**config.mk**
```make
export PLATFORM = sky130hd
export DESIGN_NAME = lowest_free_id_allocator_top
export DESIGN_NICKNAME = d
export VERILOG_FILES = /design/src/rtl/lfida_pkg.sv /design/src/rtl/lowest_free_id_allocator_top.sv /design/src/rtl/lfida_ram.sv /design/src/rtl/lfida_ctrl.sv /design/src/rtl/lfida_dp.sv
export SDC_FILE = /design/constraint.sdc
export NUM_CORES = 1
export LEC_CHECK = 0
export ABC_AREA = 1
export BUFFER_PORTS_ARGS = -buffer_cell sky130_fd_sc_hd__buf_4
export CAP_MARGIN = 40
export CORE_AREA = 2 2 179 181
export CTS_BUF_LIST = sky130_fd_sc_hd__clkbuf_2
export CTS_CLUSTER_SIZE = 20
export DETAILED_ROUTE_END_ITERATION = 8
export DIE_AREA = 0 0 181 183
export GPL_TIMING_DRIVEN = 0
export PLACE_DENSITY = 0.93
export SETUP_SLACK_MARGIN = 0.5
export SLEW_MARGIN = 5
export SYNTH_ARGS = -nofsm -noshare
export SYNTH_HDL_FRONTEND = slang
export SYNTH_SLANG_ARGS = --single-unit
```
**constraint.sdc**
```tcl
create_clock -name clk_i -period 9.5 [get_ports clk_i]
set_input_delay 1.9 -clock clk_i [delete_from_list [all_inputs] [get_ports clk_i]]
set_output_delay 1.9 -clock clk_i [all_outputs]
set_load 0.005 [all_outputs]
```
**src/rtl/lfida_pkg.sv**
```systemverilog
// ----------------------------------------------------------------------------
// lfida_pkg
// Shared types, constants and helper functions for the lowest-free ID
// allocator: pool geometry, register map, command struct and encoders.
// ----------------------------------------------------------------------------
package lfida_pkg;

  // Pool geometry: the free bitmap is kept as rows of ROW_W bits
  localparam int POOL_SIZE = 256;
  localparam int ROW_W     = (POOL_SIZE < 16) ? POOL_SIZE : 16;
  localparam int ROW_BW    = $clog2(ROW_W);
  localparam int ROWS      = POOL_SIZE / ROW_W;
  localparam int ROW_AW    = (ROWS > 1) ? $clog2(ROWS) : 1;

  // Field widths
  localparam int ID_W  = 32;
  localparam int CNT_W = 9;

  // Largest usable count: the pool size, limited by the count field width
  localparam int CNT_LIMIT = (POOL_SIZE < (2 ** CNT_W) - 1) ? POOL_SIZE : (2 ** CNT_W) - 1;
  localparam logic [CNT_W-1:0] CNT_MAX = CNT_W'(CNT_LIMIT);

  // Configuration port
  localparam int CFG_AW = 3;
  localparam logic REG_BASE_ID  = 1'b0;
  localparam logic REG_ID_COUNT = 1'b1;

  // Operation codes
  localparam logic OP_ALLOC   = 1'b0;
  localparam logic OP_RELEASE = 1'b1;

  // Controller states
  typedef enum logic {
    ST_IDLE,
    ST_EXEC
  } lfida_state_e;

  // Commands from controller to datapath
  typedef struct packed {
    logic accept;  // latch the item and issue the row read
    logic commit;  // update the row, counters and result registers
  } lfida_cmd_t;

  // Initial content of one bitmap row: ones below the clipped count
  function automatic logic [ROW_W-1:0] init_row(logic [ROW_AW-1:0] row,
                                                logic [CNT_W-1:0]  n);
    logic [ROW_W-1:0] v;
    v = '0;
    for (int j = 0; j < ROW_W; j++) begin
      v[j] = ((int'(row) * ROW_W + j) < int'(n));
    end
    return v;
  endfunction

  // Initial row summary: a row holds free IDs if its first index is below n
  function automatic logic [ROWS-1:0] init_summary(logic [CNT_W-1:0] n);
    logic [ROWS-1:0] v;
    v = '0;
    for (int r = 0; r < ROWS; r++) begin
      v[r] = ((r * ROW_W) < int'(n));
    end
    return v;
  endfunction

  // Index of the lowest set bit in a row
  function automatic logic [ROW_BW-1:0] lowest_bit(logic [ROW_W-1:0] v);
    logic [ROW_BW-1:0] idx;
    idx = '0;
    for (int j = ROW_W - 1; j >= 0; j--) begin
      if (v[j]) idx = ROW_BW'(j);
    end
    return idx;
  endfunction

  // Index of the lowest row that holds a free ID
  function automatic logic [ROW_AW-1:0] lowest_row(logic [ROWS-1:0] v);
    logic [ROW_AW-1:0] idx;
    idx = '0;
    for (int r = ROWS - 1; r >= 0; r--) begin
      if (v[r]) idx = ROW_AW'(r);
    end
    return idx;
  endfunction

endpackage

```
**src/rtl/lowest_free_id_allocator_top.sv**
```systemverilog
// ----------------------------------------------------------------------------
// lowest_free_id_allocator_top
// Lowest-free-first ID allocator with an APB register port.
// ----------------------------------------------------------------------------
// Usage:
//   Input channel (in_valid_i / in_stall_o) carries op_i and release_id_i.
//   op_i selects allocate or release. Each item gives exactly one result on
//   the output channel (out_valid_o / out_stall_i): granted_o, given_id_o,
//   released_o and the free count after the item.
//   The accept state searches the row summary (or decodes the released ID)
//   and reads one 16-bit bitmap row from RAM; the execute state then updates
//   that row and loads the result register, waiting while a stalled result
//   still holds it. The block takes no new item until then.
//   The next item is taken while a result still waits in the output
//   register. If the receiver stalls, the result holds and the update of the
//   following item waits until the register frees up.
//   Reset leaves base_id and id_count at zero, so the pool is empty. Writing
//   either register (byte address 0 or 4) refills the pool at once: every ID
//   in range becomes free, with no clearing pass. Write only while idle.
// ----------------------------------------------------------------------------
module lowest_free_id_allocator_top
  import lfida_pkg::*;
(
  input  logic              clk_i,
  input  logic              rst_ni,
  // Input channel
  input  logic              in_valid_i,
  output logic              in_stall_o,
  input  logic              op_i,
  input  logic [ID_W-1:0]   release_id_i,
  // Output channel
  output logic              out_valid_o,
  input  logic              out_stall_i,
  output logic              granted_o,
  output logic [ID_W-1:0]   given_id_o,
  output logic              released_o,
  output logic [CNT_W-1:0]  free_count_o,
  // Register port
  input  logic              psel,
  input  logic              penable,
  input  logic              pwrite,
  input  logic [CFG_AW-1:0] paddr,
  input  logic [31:0]       pwdata,
  output logic [31:0]       prdata,
  output logic              pready
);

  logic [ID_W-1:0]  base_id_q;
  logic [CNT_W-1:0] id_count_q;
  logic [CNT_W-1:0] id_count_sel;
  logic [CNT_W-1:0] n_clip;
  logic             cfg_wr;
  lfida_cmd_t       cmd;

  // Register writes
  assign pready = 1'b1;
  assign cfg_wr = psel && penable && pwrite;

  always_ff @(posedge clk_i or negedge rst_ni) begin
    if (!rst_ni) begin
      base_id_q  <= '0;
      id_count_q <= '0;
    end else if (cfg_wr) begin
      unique case (paddr[2])
        REG_BASE_ID:  base_id_q  <= pwdata;
        REG_ID_COUNT: id_count_q <= pwdata[CNT_W-1:0];
        default:      base_id_q  <= base_id_q;
      endcase
    end
  end

  // Register reads
  always_comb begin
    unique case (paddr[2])
      REG_BASE_ID:  prdata = base_id_q;
      REG_ID_COUNT: prdata = 32'(id_count_q);
      default:      prdata = '0;
    endcase
  end

  // Use the incoming count during a count write so the refill sees the new range
  assign id_count_sel = (cfg_wr && (paddr[2] == REG_ID_COUNT)) ? pwdata[CNT_W-1:0]
                                                                : id_count_q;

  // Clip the count to the pool
  assign n_clip = (id_count_sel > CNT_MAX) ? CNT_MAX : id_count_sel;

  lfida_ctrl u_ctrl (
    .clk_i       (clk_i),
    .rst_ni      (rst_ni),
    .in_valid_i  (in_valid_i),
    .in_stall_o  (in_stall_o),
    .out_valid_o (out_valid_o),
    .out_stall_i (out_stall_i),
    .cmd_o       (cmd)
  );

  lfida_dp u_dp (
    .clk_i        (clk_i),
    .rst_ni       (rst_ni),
    .cmd_i        (cmd),
    .cfg_init_i   (cfg_wr),
    .base_id_i    (base_id_q),
    .n_i          (n_clip),
    .op_i         (op_i),
    .release_id_i (release_id_i),
    .granted_o    (granted_o),
    .given_id_o   (given_id_o),
    .released_o   (released_o),
    .free_count_o (free_count_o)
  );

endmodule

```
**src/rtl/lfida_ram.sv**
```systemverilog
// ----------------------------------------------------------------------------
// lfida_ram
// Generic single-write, single-read RAM with registered read data.
// ----------------------------------------------------------------------------
module lfida_ram #(
  parameter int WIDTH = 16,
  parameter int DEPTH = 16
) (
  input  logic                                    clk_i,
  input  logic                                    we_i,
  input  logic [((DEPTH > 1) ? $clog2(DEPTH) : 1)-1:0] waddr_i,
  input  logic [WIDTH-1:0]                        wdata_i,
  input  logic                                    re_i,
  input  logic [((DEPTH > 1) ? $clog2(DEPTH) : 1)-1:0] raddr_i,
  output logic [WIDTH-1:0]                        rdata_o
);

  logic [WIDTH-1:0] mem_q [DEPTH];
  logic [WIDTH-1:0] rdata_q;

  // Write port
  always_ff @(posedge clk_i) begin
    if (we_i) begin
      mem_q[waddr_i] <= wdata_i;
    end
  end

  // Read port, data held until the next read
  always_ff @(posedge clk_i) begin
    if (re_i) begin
      rdata_q <= mem_q[raddr_i];
    end
  end

  assign rdata_o = rdata_q;

endmodule

```
**src/rtl/lfida_ctrl.sv**
```systemverilog
// ----------------------------------------------------------------------------
// lfida_ctrl
// Controller: sequences one item through read and update, and owns the
// valid flag of the result register.
// ----------------------------------------------------------------------------
module lfida_ctrl
  import lfida_pkg::*;
(
  input  logic       clk_i,
  input  logic       rst_ni,
  input  logic       in_valid_i,
  output logic       in_stall_o,
  output logic       out_valid_o,
  input  logic       out_stall_i,
  output lfida_cmd_t cmd_o
);

  lfida_state_e state_q, state_d;
  logic         out_valid_q, out_valid_d;
  logic         out_free;

  // Result register can take a new result this cycle
  assign out_free = !out_valid_q || !out_stall_i;

  // Next state
  always_comb begin
    state_d = state_q;
    unique case (state_q)
      ST_IDLE: begin
        if (in_valid_i) state_d = ST_EXEC;
      end
      ST_EXEC: begin
        if (out_free) state_d = ST_IDLE;
      end
      default: state_d = ST_IDLE;
    endcase
  end

  // Outputs
  always_comb begin
    cmd_o      = '0;
    in_stall_o = 1'b1;
    unique case (state_q)
      ST_IDLE: begin
        in_stall_o   = 1'b0;
        cmd_o.accept = in_valid_i;
      end
      ST_EXEC: begin
        cmd_o.commit = out_free;
      end
      default: begin
        in_stall_o = 1'b1;
      end
    endcase
  end

  // Result valid: set on commit, drop on transfer
  always_comb begin
    out_valid_d = out_valid_q;
    if (cmd_o.commit) begin
      out_valid_d = 1'b1;
    end else if (out_valid_q && !out_stall_i) begin
      out_valid_d = 1'b0;
    end
  end

  always_ff @(posedge clk_i or negedge rst_ni) begin
    if (!rst_ni) begin
      state_q     <= ST_IDLE;
      out_valid_q <= 1'b0;
    end else begin
      state_q     <= state_d;
      out_valid_q <= out_valid_d;
    end
  end

  assign out_valid_o = out_valid_q;

endmodule

```
**src/rtl/lfida_dp.sv**
```systemverilog
// ----------------------------------------------------------------------------
// lfida_dp
// Datapath: row summary, row valid bits, bitmap RAM, free counter and the
// result register. Searches the summary, then the selected row.
// ----------------------------------------------------------------------------
module lfida_dp
  import lfida_pkg::*;
(
  input  logic             clk_i,
  input  logic             rst_ni,
  input  lfida_cmd_t       cmd_i,
  input  logic             cfg_init_i,
  input  logic [ID_W-1:0]  base_id_i,
  input  logic [CNT_W-1:0] n_i,
  input  logic             op_i,
  input  logic [ID_W-1:0]  release_id_i,
  output logic             granted_o,
  output logic [ID_W-1:0]  given_id_o,
  output logic             released_o,
  output logic [CNT_W-1:0] free_count_o
);

  // Control state
  logic [ROWS-1:0]  summary_q, summary_d;
  logic [ROWS-1:0]  row_valid_q, row_valid_d;
  logic [CNT_W-1:0] free_total_q, free_total_d;

  // Item registers
  logic              op_q;
  logic              empty_q;
  logic              in_range_q;
  logic [ROW_AW-1:0] row_q;
  logic [ROW_BW-1:0] bit_q;

  // Result registers
  logic            granted_q;
  logic [ID_W-1:0] given_q;
  logic            released_q;

  // Accept-side signals
  logic [ID_W-1:0]   off;
  logic [ROW_AW-1:0] rd_row;

  // Update-side signals
  logic [ROW_W-1:0]  rdata;
  logic [ROW_W-1:0]  row_data;
  logic [ROW_W-1:0]  new_row;
  logic [ROW_BW-1:0] low_bit;
  logic              do_alloc;
  logic              do_release;
  logic              we;
  logic [ID_W-1:0]   alloc_id;

  // Offset of the released ID and the row to read
  assign off    = release_id_i - base_id_i;
  assign rd_row = (op_i == OP_RELEASE) ? ROW_AW'(off >> ROW_BW) : lowest_row(summary_q);

  // Latch the item
  always_ff @(posedge clk_i) begin
    if (cmd_i.accept) begin
      op_q       <= op_i;
      empty_q    <= (summary_q == '0);
      in_range_q <= (off < ID_W'(n_i));
      row_q      <= rd_row;
      bit_q      <= off[ROW_BW-1:0];
    end
  end

  lfida_ram #(
    .WIDTH (ROW_W),
    .DEPTH (ROWS)
  ) u_map (
    .clk_i   (clk_i),
    .we_i    (we),
    .waddr_i (row_q),
    .wdata_i (new_row),
    .re_i    (cmd_i.accept),
    .raddr_i (rd_row),
    .rdata_o (rdata)
  );

  // A row never written since init reads as its initial content
  assign row_data = row_valid_q[row_q] ? rdata : init_row(row_q, n_i);
  assign low_bit  = lowest_bit(row_data);

  assign do_alloc   = (op_q == OP_ALLOC) && !empty_q;
  assign do_release = (op_q == OP_RELEASE) && in_range_q && !row_data[bit_q];
  assign we         = cmd_i.commit && (do_alloc || do_release);

  // Clear the granted bit or set the released one
  always_comb begin
    new_row = row_data;
    if (op_q == OP_ALLOC) begin
      new_row[low_bit] = 1'b0;
    end else begin
      new_row[bit_q] = 1'b1;
    end
  end

  assign alloc_id = base_id_i + ((ID_W'(row_q) << ROW_BW) | ID_W'(low_bit));

  // Summary, valid bits and free counter
  always_comb begin
    summary_d    = summary_q;
    row_valid_d  = row_valid_q;
    free_total_d = free_total_q;
    if (cfg_init_i) begin
      summary_d    = init_summary(n_i);
      row_valid_d  = '0;
      free_total_d = n_i;
    end else if (we) begin
      summary_d[row_q]   = |new_row;
      row_valid_d[row_q] = 1'b1;
      free_total_d       = do_alloc ? free_total_q - 1'b1 : free_total_q + 1'b1;
    end
  end

  always_ff @(posedge clk_i or negedge rst_ni) begin
    if (!rst_ni) begin
      summary_q    <= '0;
      row_valid_q  <= '0;
      free_total_q <= '0;
    end else begin
      summary_q    <= summary_d;
      row_valid_q  <= row_valid_d;
      free_total_q <= free_total_d;
    end
  end

  // Load the result register
  always_ff @(posedge clk_i) begin
    if (cmd_i.commit) begin
      granted_q  <= do_alloc;
      given_q    <= do_alloc ? alloc_id : '0;
      released_q <= do_release;
    end
  end

  assign granted_o    = granted_q;
  assign given_id_o   = given_q;
  assign released_o   = released_q;
  assign free_count_o = free_total_q;

endmodule

```
== Word level (Yosys, flattened, before mapping) ==
Memory sizes are Yosys's and may differ from the RTL's. A register that Yosys moved wholly into a read port is not among the register bits.
Index checks and enable logic that the tools add are counted.

* Bits in registers: 129
* Memory bits (writable): 256
* Input bits: 75
* Output and inout bits: 78
* Logic and storage cells: 172
* Memories kept: 1

{| class="wikitable"
|+ Memories
! name !! words !! bits a word !! read ports !! clocked after memory_dff !! write ports !! RTL line !! text
|-
| u_dp.u_map.mem_q || 16 || 16 || 1 || 1 || 1 || lfida_ram.sv:18 || <nowiki>logic [WIDTH-1:0] mem_q [DEPTH];</nowiki>
|}

* $add $sub $neg: 19
* Magnitude comparators: 40
* Multiplexer cells: 66
* Bitwise operators: 8
* Reduce and logical (&&, ||, !) cells: 23

{| class="wikitable"
|+ Operator list
! operator !! count
|-
| $lt 32x10->1 || 15
|-
| $mux 4 || 33
|-
| $mux 16 || 6
|-
| $add 8x4->9 const B || 8
|-
| $lt 8x9->1 const A || 8
|-
| $pmux 32 s2 || 1
|-
| $mux 9 || 5
|-
| $add 8x3->9 const B || 4
|-
| $lt 7x9->1 const A || 4
|-
| $add 32x32->32 || 1
|-
| $lt 32x9->1 || 1
|-
| $or 16x16->16 || 2
|-
| $sub 32x32->32 || 1
|-
| $add 8x2->9 const B || 2
|-
| $lt 6x9->1 const A || 2
|-
| $and 16x16->16 || 1
|-
| $bwmux 16 || 1
|-
| $logic_not 16->1 || 1
|-
| $not 16->16 || 1
|-
| $reduce_or 16->1 || 1
|-
| $lt 4x5->1 const B || 3
|-
| $mux 1 || 14
|-
| $demux 1 s4 || 3
|-
| $ge 4x1->1 const B || 3
|-
| 16 further kinds || 35
|}

== Logic depth before layout (Yosys ltp) ==
Gate-level depths: netlist (run 1).

* Depth in word-level cells: 35
* Gate-level depth with buffers: 50
* Depth with buffers taken out: 49

== Cells and area by module ==
From an unflattened synthesis (run 1), not the netlist that was laid out.

* Cells, all modules: 2567
* Area, all modules: 21901.0 sq um

{| class="wikitable"
|+ Modules (own cells, without submodules)
! module !! times used !! cells an instance !! area each (sq um) !! seq. area each (sq um)
|-
| lfida_ram || 1 || 1074 || 11541.1 || 8167.8
|-
| lfida_dp || 1 || 1226 || 8324.2 || 2377.3
|-
| lowest_free_id_allocator_top || 1 || 256 || 1945.6 || 1026.0
|-
| lfida_ctrl || 1 || 11 || 90.1 || 50.0
|}

== Least setup slack after synthesis (run 1) ==
OpenSTA, ideal clock, no wires.

* Path kind: in2reg
* From: input paddr[2]
* To: register u_dp.given_q[30] (netlist: u_dp.given_id_o[30]) (data pin)
* Setup time: 258 ps
* Arrival: 7716 ps
* Data required time: 9242 ps
* Setup slack: 1526 ps
* Stages: 48
* Buffers on the path: 1
* Cell sequence: buf_2 inv_2 nor2_8 nand2_1 o21ai_1 inv_1 nor4_1 a21oi_1 nor2_1 inv_1 ha_1 a21oi_1 or2_2 nand2_1 a21oi_2 inv_2 nand2_4 nand3_1 [12 not listed] nand2_1 a21oi_1 nor2_1 o21ai_0 nand2_1 nand3_1 nor2_1 inv_1 nor2_1 nand2_1 nor3_1 nand3_1 nor3_1 nand3_1 nor2_1 nand2_1 nand2_1 a21oi_1

* Longest elaborated chain between the ends: 24
* Elaborated cells between the ends (all ways): 39
* Classes of those cells: add/sub (1); order compare (17); mux (19); bitwise (1); reduce/logical (1)

{| class="wikitable"
|+ RTL lines
! item !! RTL line !! text
|-
| from (decl) || lowest_free_id_allocator_top.sv:42 || <nowiki>input logic [CFG_AW-1:0] paddr,</nowiki>
|-
| $logic_and 1x1->1 (*) || lowest_free_id_allocator_top.sv:82 || <nowiki>assign id_count_sel = (cfg_wr && (paddr[2] == REG_ID_COUNT)) ? pwdata[CNT_W-1:0]</nowiki>
|-
| $mux 9 (*) || lowest_free_id_allocator_top.sv:82 ||
|-
| $gt 9x9->1 || lowest_free_id_allocator_top.sv:86 || <nowiki>assign n_clip = (id_count_sel > CNT_MAX) ? CNT_MAX : id_count_sel;</nowiki>
|-
| $mux 9 (*) || lowest_free_id_allocator_top.sv:86 ||
|-
| $lt 32x10->1 || lfida_pkg.sv:50 || <nowiki>v[j] = ((int'(row) * ROW_W + j) < int'(n));</nowiki>
|-
| $mux 16 (*) || lfida_dp.sv:83 || <nowiki>assign row_data = row_valid_q[row_q] ? rdata : init_row(row_q, n_i);</nowiki>
|-
| $mux 4 (15 in a row) || lfida_pkg.sv:70 || <nowiki>if (v[j]) idx = ROW_BW'(j);</nowiki>
|-
| $mux 4 (*) || lfida_pkg.sv:70 ||
|-
| $or 8x4->8 (*) || lfida_dp.sv:100 || <nowiki>assign alloc_id = base_id_i + ((ID_W'(row_q) << ROW_BW) | ID_W'(low_bit));</nowiki>
|-
| $add 32x32->32 (*) || lfida_dp.sv:100 ||
|-
| to (signal assigned) || lfida_dp.sv:134 || <nowiki>given_q <= do_alloc ? alloc_id : '0;</nowiki>
|-
| to (decl) || lfida_dp.sv:37 || <nowiki>logic [ID_W-1:0] given_q;</nowiki>
|}

Mark *: on every way between the ends. The rest lies on a longest branch, timed or not.
A chain may end at the register's enable or synchronous reset.

== Worst setup path after layout (run 1) ==
* From: input paddr[2]
* To: register u_dp.given_q[26] (netlist: u_dp.given_id_o[26]) (data pin)

Same word-level chain as after synthesis.

==> results of run 1 <==
==> per-stage QoR <==
stage | setup slack [ns] | area, sq um | std cells | power [W]
floorplan | 1.53 | 21000 | 2278 | 0.00383
global placement | 0.118 | 22600 | 2828 | 0.00462
detailed placement | -0.135 | 23000 | 2846 | 0.00475
CTS | 0.922 | 23900 | 3015 | 0.00588
global route | 0.571 | 23900 | 3016 | 0.00626
finish | 1.07 | 23900 | 3017 | 0.00598
==> layer usage <==
layer	global-route usage, %	wire (microns)	vias up
li1	-	-	8374
met1	50.4	23400	8635
met2	62.9	30000	1383
met3	10.5	8440	266
met4	21.8	3420	2
met5	0	8	-
==> worst reg2reg max path, delay by kind of cell (launching register included) <==
family | cells | cell delay, ns
compound gates | 9 | 1.67
simple gates | 25 | 3.91
buf+inv | 5 | 0.54
flops | 1 | 0.39
fa+ha+maj | 3 | 0.85
==> cells in the final DEF (no fill, tap or decap), types with 11 or more instances in the layout <==
cell,netlist,routed
sky130_fd_sc_hd__nand2_1,379,379
sky130_fd_sc_hd__inv_1,333,333
sky130_fd_sc_hd__edfxtp_1,317,317
sky130_fd_sc_hd__a21oi_1,210,210
sky130_fd_sc_hd__nor2_1,168,166
sky130_fd_sc_hd__nand3_1,164,164
sky130_fd_sc_hd__o21ai_0,157,157
sky130_fd_sc_hd__buf_4,3,152
sky130_fd_sc_hd__clkbuf_2,0,147
sky130_fd_sc_hd__dfrtp_1,84,84
sky130_fd_sc_hd__clkbuf_1,66,65
sky130_fd_sc_hd__o211ai_1,64,64
sky130_fd_sc_hd__nor3_1,65,63
sky130_fd_sc_hd__ha_1,59,59
sky130_fd_sc_hd__o21ai_1,21,20
sky130_fd_sc_hd__o21a_1,19,19
sky130_fd_sc_hd__clkinv_1,4,18
sky130_fd_sc_hd__xor2_1,17,17
sky130_fd_sc_hd__buf_16,0,13
sky130_fd_sc_hd__or2_2,11,11
sky130_fd_sc_hd__nor2_2,9,11
==> kinds of logic (layout without fill, tap and decap cells) <==
family          count (synthesis)  after routing  synth area share (%)
simple gates                  835            835                  17.4
compound gates                524            524                  14.3
flops                         401            401                  55.5
other cells                     1              3                0.0179
fa+ha+maj                      62             62                  3.81
mux                             1              1                0.0537
xor+xnor                       27             27                  1.13
buf+inv                       427            762                  7.83
==> state kept, by name, summed over array words and instances, names as in the netlist, 4 cells and up <==
register and cells:
u_dp.given_id_o 32, u_dp.row_q 4, u_dp.summary_q 16, id_count_q 9
u_dp.u_map.rdata_o 16, u_dp.row_valid_q 16, u_dp.u_map.mem_q 256, u_dp.bit_q 4
u_dp.free_count_o 9, base_id_q 32
==> cell type report <==
cell class                 count  area (sq um)  area share [%]
timing repair buffer         166          1530            6.41
sequential                   401         11600            48.7
clock inverter                23           133           0.555
multi-input combinational   1450          7710            32.3
tap                          402           503            2.11
clock buffer                 146           731            3.06
buffer                        83           350            1.47
inverter                     344          1290            5.41
antenna                        2          5.00          0.0210
==> power groups by stage <==
stage / clock network (W) / registers (W) / logic (W)
after floorplan: 0 / 0.00243 / 0.00140
after global placement: 0 / 0.00245 / 0.00217
after detailed placement: 0 / 0.00246 / 0.00229
after CTS: 0.00115 / 0.00242 / 0.00231
after global routing: 0.00124 / 0.00244 / 0.00258
final: 0.00116 / 0.00243 / 0.00239
==> final timing paths <==
| check | start | endpoint | cells after the start |
|---|---|---|---|
| max | paddr[2] | u_dp.given_id_o[26]$_SDFFCE_PN0P_ | 45 |
| min | u_dp.row_valid_q[13]$_DFFE_PN0P_ | u_dp.row_valid_q[13]$_DFFE_PN0P_ | 1 |
| max reg2reg | id_count_q[5]$_DFFE_PN0N_ | u_dp.given_id_o[26]$_SDFFCE_PN0P_ | 42 |
| min reg2reg | u_dp.row_valid_q[13]$_DFFE_PN0P_ | u_dp.row_valid_q[13]$_DFFE_PN0P_ | 1 |
| max in group asynchronous | rst_ni | base_id_q[24]$_DFFE_PN0P_ | 2 |
| min in group asynchronous | rst_ni | u_dp.row_valid_q[11]$_DFFE_PN0P_ | 1 |
==> what timing repair did <==
action | 4_1_cts | 5_1_grt
resized for setup | 0 | 4
buffers inserted | 0 | 0
hold endpoints to repair | 0 | 0
setup endpoints to repair | 0 | 6
==> reports/results.env, run 1 <==
SLEW_HEADROOM_PCT=37.6
FIN_UTIL_PCT=76.5
NETSWITCHINGPOWER_W=0.00252
FINAL_LAYOUT_SIZE_SUFFIX_GT1_SHARE_PCT=14.9
GRT_PASS1_WL_MM=99.5
YOSYSWARNINGCOUNT=0
STATUS='finished, final reports clean'
HIGHEST_CELL_DELAY_ON_THE_WORST_TIMING_PATH_NS=0.41
IR_WORST_VDD_uV=159
FINAL_MAX_SLEW_VIOL_COUNT=0
CP_DATA_ARRIVAL_TIME_NS=9.27
SYNTH.AREA.TOP_CELLS='sky130_fd_sc_hd__edfxtp_1, sky130_fd_sc_hd__dfrtp_1, sky130_fd_sc_hd__nand2_1, sky130_fd_sc_hd__inv_1, sky130_fd_sc_hd__a21oi_1'
HOLD_PATH.CLASS='flop to flop'
TIMING.FINAL.SETUP_VIOLATIONS=0
YS_SEQ_ELEMENTS=401
CLOCK_PATH_BUFFERS=3
DESIGN.CORE.AREA_SQ_MM=0.0312
GRT_ANTENNA_BEFORE_REPAIR=3
CRIT_PATH_END_KIND='flop'
SHARE_SEQ_OF_TOTAL_POWER_PCT=40.6
POWER_DENSITY_mW_PER_MM2=250
YS_SEQ_AREA_SHARE_PCT=55.5
WIRE_PER_INST_MICRONS=21.6
HPWL_DETAILED_MM=46.3
CTS.REPORTEDPATHS.CLKPINSLEW_NS=0.10
SHARE_OF_FLIP_FLOPS_WITH_AN_ASYNCHRONOUS_SET_OR_RESET_PCT=20.9
VIAS=18700
FP.DIEAREA_SQ_MM=0.0331
SYNTHMOSTINSTANTIATEDCELL='sky130_fd_sc_hd__nand2_1'
PIN_COUNT_OF_THE_BIGGEST_NET_ENTERING_GLOBAL_ROUTING=53
INITIAL_STANDARD_CELL_UTILIZATION_OF_THE_CORE_PCT=67.1
PORT_BUFFERS=148
SYNTH_COMMON_CELLS='sky130_fd_sc_hd__nand2_1, sky130_fd_sc_hd__inv_1, sky130_fd_sc_hd__edfxtp_1, sky130_fd_sc_hd__a21oi_1, sky130_fd_sc_hd__nor2_1'
GRT_OVERFLOW=0
WORST_SETUP_SLACK_FOR_REGISTER_TO_REGISTER_PATHS_NS=1.94
TIGHTEST_SLEW_NS=0.929
DRT_PASS1_ITERATIONS=6
SYN2LAYOUT_AREA_GROWTH_PCT=13.9
TIMING.FMAX_MHz=119
POWER_LEAKAGE_nW=10.4
POSTROUTEWIRELENGTH_MM=65.3
WORST_PATH_DOMINANT_CELL_FAMILY='simple AND/OR/NAND/NOR gates'
SYN_INST=2278
LAYOUT.NETS=2681
SYNTHESIS.AREA_PER_INSTANCE_SQ_UM=9.20
COMBPWRFRAC_PCT=40.0
CTS-HTREE-LEVELS=3
BUFFER_TYPE_AT_THE_CLOCK_TREE_ROOT='sky130_fd_sc_hd__clkbuf_2'
CTS_INSERTED_BUFFERS=98
PORTION_OF_SYNTHESIZED_CELL_AREA_OCCUPIED_BY_THE_LEADING_CELL_TYPE_PCT=45.4
CRITICAL_PATH.MAX_FANOUT=9
CRIT_PATH_FREQUENT_CELL='sky130_fd_sc_hd__nand2_1'
CP.BUFFERS_INVERTERS=7
FINALHOLDVIOLATIONS=0
FILL_CELLS=2173
ROW_COUNT=65
RATIO_OF_FINAL_MINIMUM_PERIOD_TO_CLOCK_PERIOD_PCT=88.7
CLOCK_GROUP_SHARE_OF_TOTAL_POWER_PCT=19.3
HOLD_WS_NS=0.504
GLOBAL_ROUTE.USAGE.TOTAL_PCT=39.7
DRC_ERRORS=0
DIE_WIDTH_MICRONS=181
FLOORPLAN.IO_PINS=153
RSZ0062_AT_GRT='false'
NETLIST-CELL-TYPE-COUNT=59
TRITONCTS_NUM_SINKS=401
TIMING.CRITICAL_PATH.FROM_TYPE='primary input'
WORST-ENDPOINT-REQUIRED_NS=10.34
NET_SW_SHARE_PCT=42.1
CRITICAL_PATH.SLOWEST_CELL='sky130_fd_sc_hd__o21ai_0'
POST_SYNTH_INSTANCE_AREA_SQ_MM=0.0210
MIN_PERIOD_NS=8.43
SYNTH_TOP_FLOP_CELL='sky130_fd_sc_hd__edfxtp_1'
FINAL.SETUP.TNS_NS=0
VIAS_IN_THE_FIRST_GLOBAL_ROUTE=18400
SYNTH-EDFF-COUNT=317
WORST_SKEW_PAIR.LATE_LATENCY_NS=1.10
SETUP.WORST_PATH.CLASS='primary input to flop'
DRTITER0DRC=2630
DRTANTENNAVIOLNETS=0
SYN-NUM-NETS=2415
TRITONCTS='built'
SYNTH_AREA_LEADER_CELL='sky130_fd_sc_hd__edfxtp_1'
GPL.FINAL_WEIGHTED_CONGESTION=1.01
CTS-HOLD-FIX-BUFFERS=0
ROUTE.DETAILED.VIAS_PER_INST=6.18
FINAL.SETUP_SKEW_NS=0.109
DIE_HEIGHT_MICRONS=183
INTERNAL-POWER_W=0.00346
CAP_VIOL_MAX_COUNT=0
(Power assumes the default switching activity.)
==> inputs of run 2 (changes only) <==
CORE_AREA = 4 4 185 187   (was 2 2 179 181)
DIE_AREA = 0 0 189 191   (was 0 0 181 183)
PLACE_DENSITY = 0.92   (was 0.93)
SYNTH_HIERARCHICAL = 1   (was default)
==> run 2 against run 1 <==
Compared with the run above: worst setup slack gained 0.96 ns; sequential share of layout area down 1.8 points; sequential power is 3% lower; power down 1.4%; via count rose by 5.1%; global-route usage is 3.0 points lower; maximum frequency is 13% higher; non-clock buffer count up 3; cell area is 3.9% higher; worst hold slack improved by 0.0066 ns; die area grew 9.0%; sequential cell count stayed put; largest cell class unchanged.
==> reports/results.env, run 2 <==
REGMOSTFLOPS='u_dp/u_map/mem_q'
CRITICAL_PATH.SLOWEST_CELL='sky130_fd_sc_hd__a21oi_1'
CRITICAL_PATH.MAX_FANOUT=10
WORSTSETUPPATHDEPTH=48
ROW_COUNT=66
SYN-NUM-NETS=2703
WORST_R2R_ENDPOINT='u_dp/given_id_o[26]$_SDFFCE_PN0P_'
WIRE_PER_INST_MICRONS=19.9
CTS-HTREE-LEVELS=3
POST_SYNTH_INSTANCE_AREA_SQ_MM=0.0219
FINALHOLDVIOLATIONS=0
SYNTH.AREA.TOP_CELLS='sky130_fd_sc_hd__edfxtp_1, sky130_fd_sc_hd__nand2_1, sky130_fd_sc_hd__dfrtp_1, sky130_fd_sc_hd__inv_1, sky130_fd_sc_hd__nand3_1'
SYNTHESIS.AREA_PER_INSTANCE_SQ_UM=8.53
CTS-HOLD-FIX-BUFFERS=0
FLOORPLAN.IO_PINS=153
DIE_WIDTH_MICRONS=189
PIN_COUNT_OF_THE_BIGGEST_NET_ENTERING_GLOBAL_ROUTING=66
POWER_DENSITY_mW_PER_MM2=238
CRITICAL_PATH.ENDPOINT='u_dp/given_id_o[26]$_SDFFCE_PN0P_'
SYN2LAYOUT_AREA_GROWTH_PCT=13.3
RATIO_OF_FINAL_MINIMUM_PERIOD_TO_CLOCK_PERIOD_PCT=78.6
DRC_ERRORS=0
WORST_SKEW_PAIR.LATE_LATENCY_NS=1.10
BUFFER_TYPE_AT_THE_CLOCK_TREE_ROOT='sky130_fd_sc_hd__clkbuf_2'
TIGHTEST_SLEW_NS=0.934
CRIT_PATH_FREQUENT_CELL='sky130_fd_sc_hd__nand2_1'
CTS_RESIZED=0
HIGHEST_CELL_DELAY_ON_THE_WORST_TIMING_PATH_NS=0.47
POWER_LEAKAGE_nW=11.8
TIMING.FMAX_MHz=134
CRITICAL_PATH.STARTPOINT='paddr[2]'
NETLIST-CELL-TYPE-COUNT=57
YS_SEQ_ELEMENTS=401
SYN_INST=2567
DRT_PASS1_ITERATIONS=9
CP.BUFFERS_INVERTERS=9
GRT_PASS1_WL_MM=103
PORTION_OF_SYNTHESIZED_CELL_AREA_OCCUPIED_BY_THE_LEADING_CELL_TYPE_PCT=43.5
VIAS_IN_THE_FIRST_GLOBAL_ROUTE=19300
VIAS=19600
INITIAL_STANDARD_CELL_UTILIZATION_OF_THE_CORE_PCT=67.5
LAYOUT.CELLS.MOST_COMMON='sky130_fd_sc_hd__nand2_1'
POWER_W=0.00589
SHARE_OF_FLIP_FLOPS_WITH_AN_ASYNCHRONOUS_SET_OR_RESET_PCT=20.9
PORT_BUFFERS=149
YS_SEQ_AREA_SHARE_PCT=53.1
LAYOUT.NETS=2972
TIMING.RR.START='id_count_q[3]$_DFFE_PN0N_'
FINAL_LAYOUT_SIZE_SUFFIX_GT1_SHARE_PCT=16.3
SYNTH_COMMON_CELLS='sky130_fd_sc_hd__nand2_1, sky130_fd_sc_hd__inv_1, sky130_fd_sc_hd__edfxtp_1, sky130_fd_sc_hd__nand3_1, sky130_fd_sc_hd__nor2_1'
CLOCK_PATH_BUFFERS=3
FINAL_MAX_SLEW_VIOL_COUNT=0
FP.DIEAREA_SQ_MM=0.0361
GLOBAL_ROUTE.USAGE.TOTAL_PCT=36.7
SYNTH_AREA_LEADER_CELL='sky130_fd_sc_hd__edfxtp_1'
POSTROUTEWIRELENGTH_MM=66.9
RSZ0062_AT_GRT='false'
DESIGN.CORE.AREA_SQ_MM=0.0325
IR_WORST_VDD_uV=205
DIE_HEIGHT_MICRONS=191
CTS_SETUP_BUFFERS=0
GRT_OVERFLOW=0
FILL_CELLS=2295
SYNTH-EDFF-COUNT=317
WORST_SLACK_NS=2.03
LAYOUT.CELLS.MOST_COMMON_LIST='sky130_fd_sc_hd__nand2_1, sky130_fd_sc_hd__inv_1, sky130_fd_sc_hd__edfxtp_1'
DRTITER0DRC=2525
TIMING.HOLD.WORST_PATH_DEPTH=1
DP_WORST_SETUP_SLACK_NS=1.20
TIMING.CRITICAL_PATH.FROM_TYPE='primary input'
SYNTH_TOP_FLOP_CELL='sky130_fd_sc_hd__edfxtp_1'
COUNT_OF_CELLS_ALONG_THE_WORST_REGISTER_TO_REGISTER_PATH=46
WORST-ENDPOINT-REQUIRED_NS=10.19
ROUTE.DETAILED.VIAS_PER_INST=5.85
SLEW_HEADROOM_PCT=37.6
CTS_INSERTED_BUFFERS=99
CAP_VIOL_MAX_COUNT=0
FINAL.SETUP.TNS_NS=0
CP_DATA_ARRIVAL_TIME_NS=8.16
MIN_PERIOD_NS=7.47
SYNTHMOSTINSTANTIATEDCELL='sky130_fd_sc_hd__nand2_1'
WORST_SETUP_SLACK_FOR_REGISTER_TO_REGISTER_PATHS_NS=2.91
TIMING.FINAL.SETUP_VIOLATIONS=0
TRITONCTS_NUM_SINKS=401
HPWL_DETAILED_MM=47.5
FINAL.SETUP_SKEW_NS=0.138
TRITONCTS='built'
CRIT_PATH_END_KIND='flop'
MAX_REG_FLOPS=256
DRTANTENNAVIOLNETS=0
GPL.FINAL_WEIGHTED_CONGESTION=0.983
YOSYSWARNINGCOUNT=6
SETUP.WORST_PATH.CLASS='primary input to flop'
WORST_PATH_DOMINANT_CELL_FAMILY='simple AND/OR/NAND/NOR gates'
CTS.REPORTEDPATHS.CLKPINSLEW_NS=0.10
HOLD_PATH.CLASS='flop to flop'
STATUS='finished, final reports clean'
GRT_ANTENNA_BEFORE_REPAIR=1
==> run 2: worst min-delay path by stage <==
stage	startpoint	to	slack (ns)
2_1_floorplan	u_dp/row_valid_q[0]$_DFFE_PN0P_	u_dp/row_valid_q[0]$_DFFE_PN0P_	0.46
3_3_place_gp	u_dp/row_valid_q[1]$_DFFE_PN0P_	u_dp/row_valid_q[1]$_DFFE_PN0P_	0.47
3_5_place_dp	u_dp/row_valid_q[0]$_DFFE_PN0P_	u_dp/row_valid_q[0]$_DFFE_PN0P_	0.48
4_1_cts	u_dp/row_valid_q[0]$_DFFE_PN0P_	u_dp/row_valid_q[0]$_DFFE_PN0P_	0.50
5_1_grt	u_dp/row_valid_q[1]$_DFFE_PN0P_	u_dp/row_valid_q[1]$_DFFE_PN0P_	0.53
6_report	u_dp/row_valid_q[0]$_DFFE_PN0P_	u_dp/row_valid_q[0]$_DFFE_PN0P_	0.51
==> run 2: metal layers <==
| layer | global-route usage [%] | vias to the layer above | part of all wire (%) | wire length [microns] |
|---|---|---|---|---|
| met1 | 45.9 | 8952 | 37 | 24400 |
| li1 | - | 8954 | - | - |
| met2 | 60.9 | 1417 | 47 | 31400 |
| met4 | 19.1 | 0 | 5.8 | 3860 |
| met5 | 0 | - | 0 | 0 |
| met3 | 7.47 | 291 | 11 | 7220 |
==> run 2: cells by family after synthesis <==
family	synth area share (%)
and+or+nand+nor	24.0
buffers and inverters	9.68
DFF	53.1
AOI/OAI and AO/OA	8.67
adders and majority gates	3.59
xor gates and xnor gates	1.00
other	0.0171
==> run 2: report_power, final <==
group	switching (W)	internal [W]
Sequential	0.000113	0.00225
Combinational	0.00167	0.000686
Clock	0.000718	0.000456
==> run 2: metrics by stage <==
stage,hold WS (ns),util [%],std cells,cell area (sq um)
global placement,0.474,72.6,3158,23600
finish,0.511,76.4,3355,24800
detailed placement,0.481,73.6,3176,23900
floorplan,0.464,-,2567,21900
global route,0.533,76.4,3355,24800
CTS,0.503,76.4,3353,24800
==> run 2: final cells by class <==
type                       instances  area [sq um]  share of cell area, %
antenna                            1          2.50                 0.0101
buffer                            84           472                   1.90
clock buffer                     150           751                   3.03
clock inverter                    27           164                  0.661
inverter                         439          1650                   6.64
multi-input combinational       1643          8190                   33.0
sequential                       401         11600                   46.8
tap                              442           553                   2.23
timing repair buffer             168          1400                   5.65
